## src/design/hgm_pkg.sv

```systemverilog
`timescale 1ns / 1ps
// hgm_pkg: shared types, codes and hex-step tables for the hex grid led index mapper
// no dependencies; imported by the column table, the top level and the checker

package hgm_pkg;

    // item kinds
    localparam logic [1:0] KIND_LOAD = 2'd0;
    localparam logic [1:0] KIND_XY   = 2'd1;
    localparam logic [1:0] KIND_NBR  = 2'd2;

    // one column table entry
    typedef struct packed {
        logic [7:0] row_start;
        logic [7:0] height;
        logic [7:0] first_index;
    } hgm_entry_t;

    // sequencer states, one-hot
    typedef enum logic [3:0] {
        S_IDLE  = 4'b0001,
        S_SCAN  = 4'b0010,
        S_STEP  = 4'b0100,
        S_CHECK = 4'b1000
    } hgm_state_t;

    // direction modulo six by reciprocal multiply (171/1024 ~ 1/6, exact for 8 bits)
    function automatic logic [2:0] dir_mod6(input logic [7:0] d);
        logic [15:0] p;
        logic [7:0]  q;
        logic [7:0]  r;
        p = 16'(d) * 16'd171;
        q = {2'b00, p[15:10]};
        r = d - 8'(q * 8'd6);
        return r[2:0];
    endfunction

    // column change per direction
    function automatic logic signed [7:0] step_col(input logic [2:0] dir);
        logic signed [7:0] s;
        case (dir)
            3'd1, 3'd2: s = 8'sd1;
            3'd4, 3'd5: s = -8'sd1;
            default:    s = 8'sd0;
        endcase
        return s;
    endfunction

    // row change per direction, depends on column parity
    function automatic logic signed [7:0] step_row(input logic [2:0] dir, input logic odd);
        logic signed [7:0] s;
        if (odd)
        begin
            case (dir)
                3'd0:             s = 8'sd1;
                3'd2, 3'd3, 3'd4: s = -8'sd1;
                default:          s = 8'sd0;
            endcase
        end
        else
        begin
            case (dir)
                3'd0, 3'd1, 3'd5: s = 8'sd1;
                3'd3:             s = -8'sd1;
                default:          s = 8'sd0;
            endcase
        end
        return s;
    endfunction

endpackage

```

## src/design/hgm_table.sv

```systemverilog
`timescale 1ns / 1ps
// hgm_table: per-column table memory, one write port and one registered read port
// depends on hgm_pkg for the entry type

module hgm_table
    import hgm_pkg::*;
#(
    parameter int DEPTH  = 14,
    parameter int ADDR_W = 4
)
(
    input  logic              clk,
    input  logic              wr_en,
    input  logic [ADDR_W-1:0] wr_addr,
    input  hgm_entry_t        wr_data,
    input  logic              rd_en,
    input  logic [ADDR_W-1:0] rd_addr,
    output hgm_entry_t        rd_data
);

    hgm_entry_t mem [DEPTH];
    hgm_entry_t rd_data_reg;

    // write port
    always_ff @(posedge clk)
    begin
        if (wr_en)
        begin
            mem[wr_addr] <= wr_data;
        end
    end

    // read port, registered, holds until the next read
    always_ff @(posedge clk)
    begin
        if (rd_en)
        begin
            rd_data_reg <= mem[rd_addr];
        end
    end

    assign rd_data = rd_data_reg;

endmodule

```

## src/design/hex_grid_led_index_mapper.sv

```systemverilog
`timescale 1ns / 1ps
// hex_grid_led_index_mapper: top level, column table sequencer and result register
// depends on hgm_pkg and hgm_table
//
// Input beats arrive on in_valid / in_stall; result beats leave on out_valid / out_stall.
// A load beat (kind 0) writes one column entry in the cycle it is taken and gives no
// result; in_stall stays low, so another beat may follow in the next cycle.
// An xy query (kind 1) reads the column entry once: its result is loaded into the
// output register from the check state, once that register is free.
// A neighbor query (kind 2) scans the first-index column of the table, one entry per
// cycle over the single read port, then reads the found column, steps and reads the
// target column before the row span check.
// One item is in work at a time; in_stall is high from acceptance until the result
// has moved into the output register. A finished result waiting under out_stall does
// not block the next beat, but the following result waits until the register drains.
// Reset clears the sequencer and the output valid; the table is not cleared and each
// column must be loaded before a query reads it.

module hex_grid_led_index_mapper
    import hgm_pkg::*;
#(
    parameter int NUM_COLUMNS = 14,
    parameter int NUM_ROWS    = 12
)
(
    input  logic              clk,
    input  logic              rst_n,
    input  logic              in_valid,
    output logic              in_stall,
    input  logic [1:0]        kind,
    input  logic [3:0]        column,
    input  logic [7:0]        row_start,
    input  logic [7:0]        column_height,
    input  logic [7:0]        first_index,
    input  logic signed [7:0] x_coord,
    input  logic signed [7:0] y_coord,
    input  logic [8:0]        led_index,
    input  logic [7:0]        direction,
    output logic              out_valid,
    input  logic              out_stall,
    output logic              in_bounds,
    output logic [8:0]        chain_index
);

    localparam int COL_W = $clog2(NUM_COLUMNS);
    localparam logic [COL_W-1:0] LAST_COL = COL_W'(NUM_COLUMNS - 1);

    hgm_state_t        state_reg, state_next;
    logic [8:0]        led_reg, led_next;
    logic [2:0]        dir_reg, dir_next;
    logic [COL_W-1:0]  scan_reg, scan_next;
    logic [COL_W-1:0]  col_reg, col_next;
    logic signed [7:0] qy_reg, qy_next;
    logic              pos_ok_reg, pos_ok_next;
    logic              out_valid_reg, out_valid_next;
    logic              in_bounds_reg, in_bounds_next;
    logic [8:0]        chain_index_reg, chain_index_next;

    logic              accept;
    logic              out_free;
    logic              wr_en;
    logic [COL_W-1:0]  wr_addr;
    hgm_entry_t        wr_data;
    logic              rd_en;
    logic [COL_W-1:0]  rd_addr;
    hgm_entry_t        rd_data;

    logic              xy_ok;
    logic              scan_hit;
    logic [COL_W-1:0]  found_col;
    logic [7:0]        base_row;
    logic signed [7:0] nx;
    logic signed [7:0] ny;
    logic              nxy_ok;
    logic              row_ge;
    logic              row_lt;
    logic [7:0]        row_off;
    logic [8:0]        idx_sum;

    assign accept   = in_valid && !in_stall;
    assign in_stall = (state_reg != S_IDLE);
    assign out_free = !out_valid_reg || !out_stall;

    // table write from load beats
    assign wr_en   = accept && (kind == KIND_LOAD) && (int'(column) < NUM_COLUMNS);
    assign wr_addr = COL_W'(column);
    assign wr_data = '{row_start: row_start, height: column_height, first_index: first_index};

    // grid bounds of an xy query
    assign xy_ok = !x_coord[7] && (x_coord[6:0] < 7'(NUM_COLUMNS))
                && !y_coord[7] && (y_coord[6:0] < 7'(NUM_ROWS));

    // column search compare
    assign scan_hit  = {1'b0, led_reg} < {2'b00, rd_data.first_index};
    assign found_col = scan_hit ? scan_reg - COL_W'(1) : scan_reg;

    // derived row of the start column and the stepped position
    assign base_row = led_reg[7:0] - rd_data.first_index + rd_data.row_start;
    assign nx       = 8'(col_reg) + step_col(dir_reg);
    assign ny       = base_row + step_row(dir_reg, col_reg[0]);
    assign nxy_ok   = !nx[7] && (nx[6:0] < 7'(NUM_COLUMNS))
                   && !ny[7] && (ny[6:0] < 7'(NUM_ROWS));

    // row span test and chain index of the checked column
    assign row_ge  = qy_reg >= rd_data.row_start;
    assign row_lt  = {1'b0, qy_reg} < ({1'b0, rd_data.row_start} + {1'b0, rd_data.height});
    assign row_off = qy_reg - rd_data.row_start;
    assign idx_sum = {1'b0, rd_data.first_index} + {1'b0, row_off};

    // sequencer and read address
    always_comb
    begin
        state_next       = state_reg;
        led_next         = led_reg;
        dir_next         = dir_reg;
        scan_next        = scan_reg;
        col_next         = col_reg;
        qy_next          = qy_reg;
        pos_ok_next      = pos_ok_reg;
        out_valid_next   = out_valid_reg && out_stall;
        in_bounds_next   = in_bounds_reg;
        chain_index_next = chain_index_reg;
        rd_en            = 1'b0;
        rd_addr          = '0;
        case (state_reg)
            S_IDLE:
            begin
                if (accept && (kind == KIND_XY))
                begin
                    rd_en       = 1'b1;
                    rd_addr     = xy_ok ? x_coord[COL_W-1:0] : '0;
                    qy_next     = y_coord;
                    pos_ok_next = xy_ok;
                    state_next  = S_CHECK;
                end
                else if (accept && (kind == KIND_NBR))
                begin
                    rd_en      = 1'b1;
                    rd_addr    = COL_W'(1);
                    scan_next  = COL_W'(1);
                    led_next   = led_index;
                    dir_next   = dir_mod6(direction);
                    state_next = S_SCAN;
                end
            end
            S_SCAN:
            begin
                rd_en = 1'b1;
                if (scan_hit || (scan_reg == LAST_COL))
                begin
                    rd_addr    = found_col;
                    col_next   = found_col;
                    state_next = S_STEP;
                end
                else
                begin
                    rd_addr   = scan_reg + COL_W'(1);
                    scan_next = scan_reg + COL_W'(1);
                end
            end
            S_STEP:
            begin
                rd_en       = 1'b1;
                rd_addr     = nxy_ok ? nx[COL_W-1:0] : '0;
                qy_next     = ny;
                pos_ok_next = nxy_ok;
                state_next  = S_CHECK;
            end
            S_CHECK:
            begin
                if (out_free)
                begin
                    out_valid_next   = 1'b1;
                    in_bounds_next   = pos_ok_reg && row_ge && row_lt;
                    chain_index_next = (pos_ok_reg && row_ge && row_lt) ? idx_sum : 9'd0;
                    state_next       = S_IDLE;
                end
            end
            default:
            begin
                state_next = S_IDLE;
            end
        endcase
    end

    // control registers
    always_ff @(posedge clk or negedge rst_n)
    begin
        if (!rst_n)
        begin
            state_reg     <= S_IDLE;
            out_valid_reg <= 1'b0;
        end
        else
        begin
            state_reg     <= state_next;
            out_valid_reg <= out_valid_next;
        end
    end

    // payload registers
    always_ff @(posedge clk)
    begin
        led_reg         <= led_next;
        dir_reg         <= dir_next;
        scan_reg        <= scan_next;
        col_reg         <= col_next;
        qy_reg          <= qy_next;
        pos_ok_reg      <= pos_ok_next;
        in_bounds_reg   <= in_bounds_next;
        chain_index_reg <= chain_index_next;
    end

    hgm_table #(
        .DEPTH  (NUM_COLUMNS),
        .ADDR_W (COL_W)
    ) u_table (
        .clk     (clk),
        .wr_en   (wr_en),
        .wr_addr (wr_addr),
        .wr_data (wr_data),
        .rd_en   (rd_en),
        .rd_addr (rd_addr),
        .rd_data (rd_data)
    );

    assign out_valid   = out_valid_reg;
    assign in_bounds   = in_bounds_reg;
    assign chain_index = chain_index_reg;

endmodule

```

## config.mk

```make
export PLATFORM = sky130hd
export DESIGN_NAME = hex_grid_led_index_mapper
export DESIGN_NICKNAME = d
export VERILOG_FILES = /design/src/design/hgm_pkg.sv /design/src/design/hgm_table.sv /design/src/design/hex_grid_led_index_mapper.sv
export SDC_FILE = /design/constraint.sdc
export NUM_CORES = 1
export LEC_CHECK = 0
export BUFFER_PORTS_ARGS = -buffer_cell sky130_fd_sc_hd__buf_4
export CAP_MARGIN = 0
export CORE_UTILIZATION = 60
export DETAILED_ROUTE_END_ITERATION = 8
export GPL_ROUTABILITY_DRIVEN = 0
export GPL_TIMING_DRIVEN = 0
export PLACE_DENSITY = 0.78
export SLEW_MARGIN = 10
export SYNTH_ARGS = -nofsm -noshare
export SYNTH_HDL_FRONTEND = slang
export SYNTH_HIERARCHICAL = 1
export SYNTH_SLANG_ARGS = --single-unit
```

## constraint.sdc

```tcl
create_clock -name clk -period 6.93 [get_ports clk]
set_input_delay 0 -clock clk [delete_from_list [all_inputs] [get_ports clk]]
set_output_delay 0 -clock clk [all_outputs]
set_load 0.01 [all_outputs]
```

==> flow_metrics.tcl, run 1 <==
set metrics [dict create \
    hold_viol_final 0 \
    required_ns 7.26 \
    relSlewSlack_pct 22.93 \
    peakVddDrop_mv 0.2251 \
    yosys.area_share.adder_pct 8.556 \
    tritoncts "yes" \
    ys_seq_area_share_pct 65.50 \
    yosys.area_share.simple_pct 3.906 \
    outcome "finished, final reports clean" \
    dpl.hpwl_um 25900 \
    fmax_mhz 172.5 \
    synth_xor_area_share_pct 2.132 \
    grt_max_degree 25 \
    synthFlopType "edfxtp_1" \
    async_flop_share_pct 1.238 \
    hold-path-endpoint "u_table/mem[13][13]" \
    grtUsageTotal_pct 26.73 \
    start_util_pct 61.71 \
    grt.overflow.total 0 \
    start_kind "register" \
    worstMarginPinSlew_ns 1.156 \
    ctsResizeCount 0 \
    detail-route-antenna-nets 0 \
    grt_pass1_vias 10551 \
    crit_path_end_kind "register" \
    die_w_um 177.5 \
    period_minus_slack_ns 5.796 \
    hold_path.class "input pin to register" \
    area_growth_pct 18.13 \
    min_from "column[2]" \
    htreeDepth 2 \
    ff2ff_path_depth 18 \
    nets 1471 \
    ys_ff_latch 404 \
    reg2reg_from "dir_reg[1]" \
    io_buffers 78 \
    synth_cells 1095 \
    synth.area.mux_share_pct 12.14 \
    fin_tns_setup_ns 0 \
    antenna_cells 0 \
    post-route-period-util_pct 83.63 \
    r2r_slack_ns 1.13 \
    reg2reg_to "u_table/rd_data[9]" \
    clkTransAtPathRegs_ns 0.07 \
    worst_ep_arrival_time_ns 6.13 \
    synth_compound_area_share_pct 4.765 \
    antenna_found_initial 0 \
    netlist_area_um2 18490 \
    largest_reg_flops 336 \
    setup_violations 0 \
    die_h_um 177.5 \
    maxCapViolations 0 \
    grt_pass1_wl_um 61310 \
    avgSynthCellArea_um2 16.88 \
    numCtsBuffers 42 \
    p_leak_nw 7.784 \
    syn-num-nets 1271 \
    drive_gt1_share_pct 23.40 \
    drc 0 \
    crit_type "register to register" \
    synth_edf_count 399 \
    drt-initial-drc-count 853 \
    skew_ns 0.01697 \
    hold_depth 3 \
    viasPerCell 6.096 \
    pre_cts_ws_ns 1.189 \
    setup_ws_ns 1.134 \
    rsz0062_at_grt "no" \
    dr.pass1.iters 5 \
    final_cell_mix "edfxtp_1, inv_1, buf_4" \
    core_um2 29950 \
    rows 63 \
    synth_top_family_by_area "multiplexers" \
    clock_path_buffers 3 \
    wl_per_cell_um 23.59 \
    yosysUniqueCellTypes 63 \
    io_pins 79 \
    clk_latency_ns 0.56 \
    cts.sinks 404 \
    vias 10454 \
    totalWireLength_um 40450 \
    die_area_um2 31520 \
    path_max_fanout 10 \
    slew_viol_final 0 \
    cts-root-buf "clkbuf_16" \
    mostFrequentLayoutCell "edfxtp_1" \
    yosys_warnings 6 \
    power_density_nw_per_um2 256.5 \
]
-- how the worst max path moves through the flow --
stage / from / to / slack (ns)
2_1_floorplan: dir_reg[1] / u_table/rd_data[10] / 2.16
3_3_place_gp: state_reg[0] / u_table/mem[0][20] / 0.83
3_5_place_dp: dir_reg[1] / u_table/rd_data[8] / 1.19
4_1_cts: dir_reg[1] / u_table/rd_data[10] / 1.17
5_1_grt: dir_reg[1] / u_table/rd_data[9] / 0.75
6_report: dir_reg[1] / u_table/rd_data[9] / 1.13
-- logic make-up (layout without fill, tap and decap cells) --
| kind of cell | after synthesis | in the layout |
|---|---|---|
| AO/OA/AOI/OAI | 135 | 135 |
| XOR/XNOR | 45 | 45 |
| adder cells (fa/ha/maj) | 109 | 109 |
| buffers and inverters | 132 | 362 |
| flip-flops | 404 | 404 |
| multiplexers | 129 | 129 |
| AND/OR/NAND/NOR | 141 | 141 |
-- metal layers --
layer  vias up  wire length [um]  track usage, %
met2       481             20010           44.78
met4         0              1310           9.758
met3        81              3135           4.284
met5         -                 0               0
met1      5263             15990           35.59
li1       4629                 -               -
-- synthesized netlist by cell type (17+ instances only) --
| cell type | count | share of area (%) |
|---|---|---|
| fa_1 | 29 | 3.1 |
| xnor2_1 | 27 | 1.3 |
| o22ai_1 | 24 | 0.81 |
| nand2_1 | 23 | 0.47 |
| o21ai_0 | 17 | 0.46 |
| mux2i_1 | 25 | 1.4 |
| edfxtp_1 | 399 | 65 |
| inv_1 | 96 | 1.9 |
| mux4_2 | 69 | 8.4 |
| xor2_1 | 18 | 0.85 |
| a21oi_1 | 45 | 1.2 |
| ha_1 | 80 | 5.4 |
| mux2_2 | 32 | 1.9 |
| nor2_1 | 50 | 1.0 |
-- report_power, final --
group	internal, W	switching [W]	total (W)
registers	0.00272	0.0000221	0.00274
clock network	0.00120	0.000922	0.00213
logic	0.000331	0.000401	0.000732
-- worst max-delay path, cell delays in order, from the launching register on --
cell and delay, ns:
edfxtp_1 0.46, nand2b_1 0.31, o22a_1 0.43, fa_1 0.59
inv_1 0.04, ha_1 0.22, fa_1 0.40, a21o_1 0.19
a21oi_1 0.21, o21ai_0 0.15, xnor2_1 0.23, nand4_2 0.18
o221ai_1 0.30, buf_2 0.28, nand2b_1 0.13, clkbuf_1 0.25
clkbuf_1 0.64, o22ai_1 0.21, a21oi_1 0.35
-- repair_timing --
| item | in CTS | in global routing |
|---|---|---|
| hold buffers | 57 | 0 |
| endpoints found under the hold margin | 393 | 0 |
| setup endpoints to repair | 0 | 0 |
| buffers inserted | 0 | 0 |
-- area by class of cell --
class                   instances  area [um2]
clock inverters                23       216.5
flip-flops and latches        404       12110
repair buffers                156        1461
inverters                      96       360.3
clock buffers                  51        1085
fillers                      1774        8118
multi-input cells             559        5922
plain buffers                  36       195.2
well taps                     390       488.0
-- stage by stage --
| stage | hold slack, ns | power, W | cell area [um2] | cells | util, % |
|---|---|---|---|---|---|
| detailed placement | -0.1915 | 0.003499 | 19960 | 1584 | 66.65 |
| global route | 0.03545 | 0.005806 | 21840 | 1715 | 72.90 |
| global placement | -0.1944 | 0.003473 | 19560 | 1563 | 65.30 |
| floorplan | -0.2956 | 0.003296 | 18490 | 1095 | - |
| finish | 0.03339 | 0.005601 | 21840 | 1715 | 72.90 |
| CTS | 0.01186 | 0.005634 | 21840 | 1715 | 72.90 |
No activity file was read; power rests on OpenSTA's default activity.
==> inputs of run 2 (changes only) <==
Settings changed: CORE_UTILIZATION 60 to 56, PLACE_DENSITY 0.78 to 0.76.
Clock period 6.93 ns to 4.95 ns, I/O delays scaled along.
==> run 2 against run 1 <==
Count of clock-buffer cells in the layout stayed put; core utilization is 3.7 points lower; sequential share of layout area is 1.7 points lower; combinational power is 53% higher; final cell count is 3.9% higher; design area is 3.2% higher; flip-flop and latch count stayed put; worst hold slack worse by 0.0074 ns; non-clock buffer count is 17 higher; clock power is 38% higher; critical path depth stayed put; largest cell class unchanged; sequential power is 40% higher.
==> flow_metrics.tcl, run 2 (synthesis gave the netlist of run 1 again) <==
set metrics [dict create \
    utilization_pct 69.24 \
    rsz0062_at_grt "yes" \
    htreeDepth 2 \
    nets 1487 \
    die_h_um 183.7 \
    p_leak_nw 8.023 \
    hold_viol_final 0 \
    relSlewSlack_pct 25.99 \
    wl_per_cell_um 23.10 \
    viasPerCell 5.879 \
    start_kind "register" \
    io_pins 79 \
    totalWireLength_um 41170 \
    rows 66 \
    period_minus_slack_ns 4.931 \
    antenna_found_initial 1 \
    cts.sinks 404 \
    dpl.hpwl_um 26780 \
    setup_violations 0 \
    largest_reg_flops 336 \
    die_w_um 183.7 \
    drt-initial-drc-count 881 \
    hold_path.class "input pin to register" \
    whs_ns 0.02598 \
    io_buffers 78 \
    power_density_nw_per_um2 350.4 \
    seq_area_um2 12110 \
    numCtsBuffers 41 \
    tritoncts "yes" \
    grt.overflow.total 0 \
    required_ns 5.20 \
    detail-route-antenna-nets 0 \
    multi_input_area_um2 6176 \
    core_um2 32540 \
    worstMarginPinSlew_ns 1.110 \
    die_area_um2 33740 \
    final_cells 1782 \
    grt_pass1_wl_um 61450 \
    clkTransAtPathRegs_ns 0.06 \
    n_fill_cell 2064 \
    crit_type "register to register" \
    dp_cells 1637 \
    drc 0 \
    drive_gt1_share_pct 28.53 \
    crit_path_end_kind "register" \
    start_util_pct 56.81 \
    peakVddDrop_mv 0.2856 \
    mostFrequentLayoutCell "edfxtp_1" \
    grt_max_degree 25 \
    outcome "finished, final reports clean" \
    dr.pass1.iters 5 \
    slew_viol_final 0 \
    worst_ep_arrival_time_ns 5.18 \
    grtUsageTotal_pct 25.00 \
    fmax_mhz 202.8 \
    maxCapViolations 0 \
    vias 10477 \
    final_cell_mix "edfxtp_1, buf_4, inv_1" \
    grt_pass1_vias 10686 \
    post-route-period-util_pct 99.62 \
    path_max_fanout 5 \
    skew_ns 0.01149 \
    clock_path_buffers 3 \
    cts-root-buf "clkbuf_16" \
    clk_latency_ns 0.55 \
    area_growth_pct 21.86 \
]
run 2: changes by cell type in the layout (fill, tap and decap cells not counted), sizes merged:
cell / previous run / this run
clkinvlp: 2 / 0
diode: 0 / 1
inv: 99 / 98
buf: 122 / 140
dlygate4sd3: 57 / 56
run 2: worst max-delay path, cell delays in order (launching register included):
cell	delay [ns]
edfxtp_1	0.43
fa_1	0.59
inv_2	0.04
fa_1	0.52
inv_2	0.06
ha_4	0.16
fa_2	0.34
a21o_1	0.19
a21oi_4	0.19
xnor2_2	0.10
nor4_4	0.22
nand4_2	0.18
o221ai_2	0.26
buf_6	0.18
buf_12	0.16
buf_12	0.14
mux4_2	0.51
mux2i_2	0.21
a21oi_2	0.12
run 2: through the flow:
step	power, W	instance area [um2]	setup WS [ns]	setup TNS (ns)
finish	0.007893	22530	0.01888	0
global route	0.008195	22530	-0.1506	-2.806
CTS	0.007882	22250	0.007895	0
detailed placement	0.004892	20060	-0.8988	-18.37
global placement	0.004858	19620	-1.227	-106.24
floorplan	0.004615	18490	0.1786	0
run 2: path summary, 6_finish.rpt:
kind / from / endpoint / slack [ns] / depth (start not counted)
setup reg to reg: led_reg[1] / u_table/rd_data[16] / 0.02 / 18
setup / recovery: led_reg[1] / u_table/rd_data[16] / 0.02 / 18
max in group asynchronous: rst_n / state_reg[0] / 4.32 / 3
hold reg to reg: out_valid / out_valid / 0.54 / 2
min in group asynchronous: rst_n / state_reg[1] / 0.38 / 3
hold / removal: x_coord[6] / pos_ok_reg / 0.03 / 5
run 2: layer usage:
metal  global-route usage (%)  share of wire, %  up-vias
met5                        0                 0        -
met4                    9.833               3.8        0
met3                    4.081               7.0      113
met2                    43.02                50      448
met1                    31.86                39     5269
li1                         -                 -     4647
run 2: report_power, final:
group	total [W]	leakage [nW]	switching [W]	internal (W)
clock network	0.00293	0.627	0.00127	0.00167
registers	0.00384	3.66	0.0000287	0.00381
logic	0.00112	3.73	0.000596	0.000524
total	0.00789	8.02	0.00189	0.00600
run 2: cell type report:
cell class	count	area share (%)
multi-input combinational	559	27.42
tap	442	2.455
inverter	96	1.600
timing repair buffer	175	7.726
antenna	1	0.01111
clock buffer	51	4.816
clock inverter	20	0.7943
sequential	404	53.75
buffer	34	1.433
run 2: repair_timing:
action / 4_1_cts / 5_1_grt
endpoints found under the hold margin: 387 / 0
gates cloned: 1 / 2
pin swaps: 9 / 15
endpoints found under the setup margin: 24 / 24
hold buffers: 56 / 0
resized for setup: 72 / 35
buffers inserted: 8 / 8
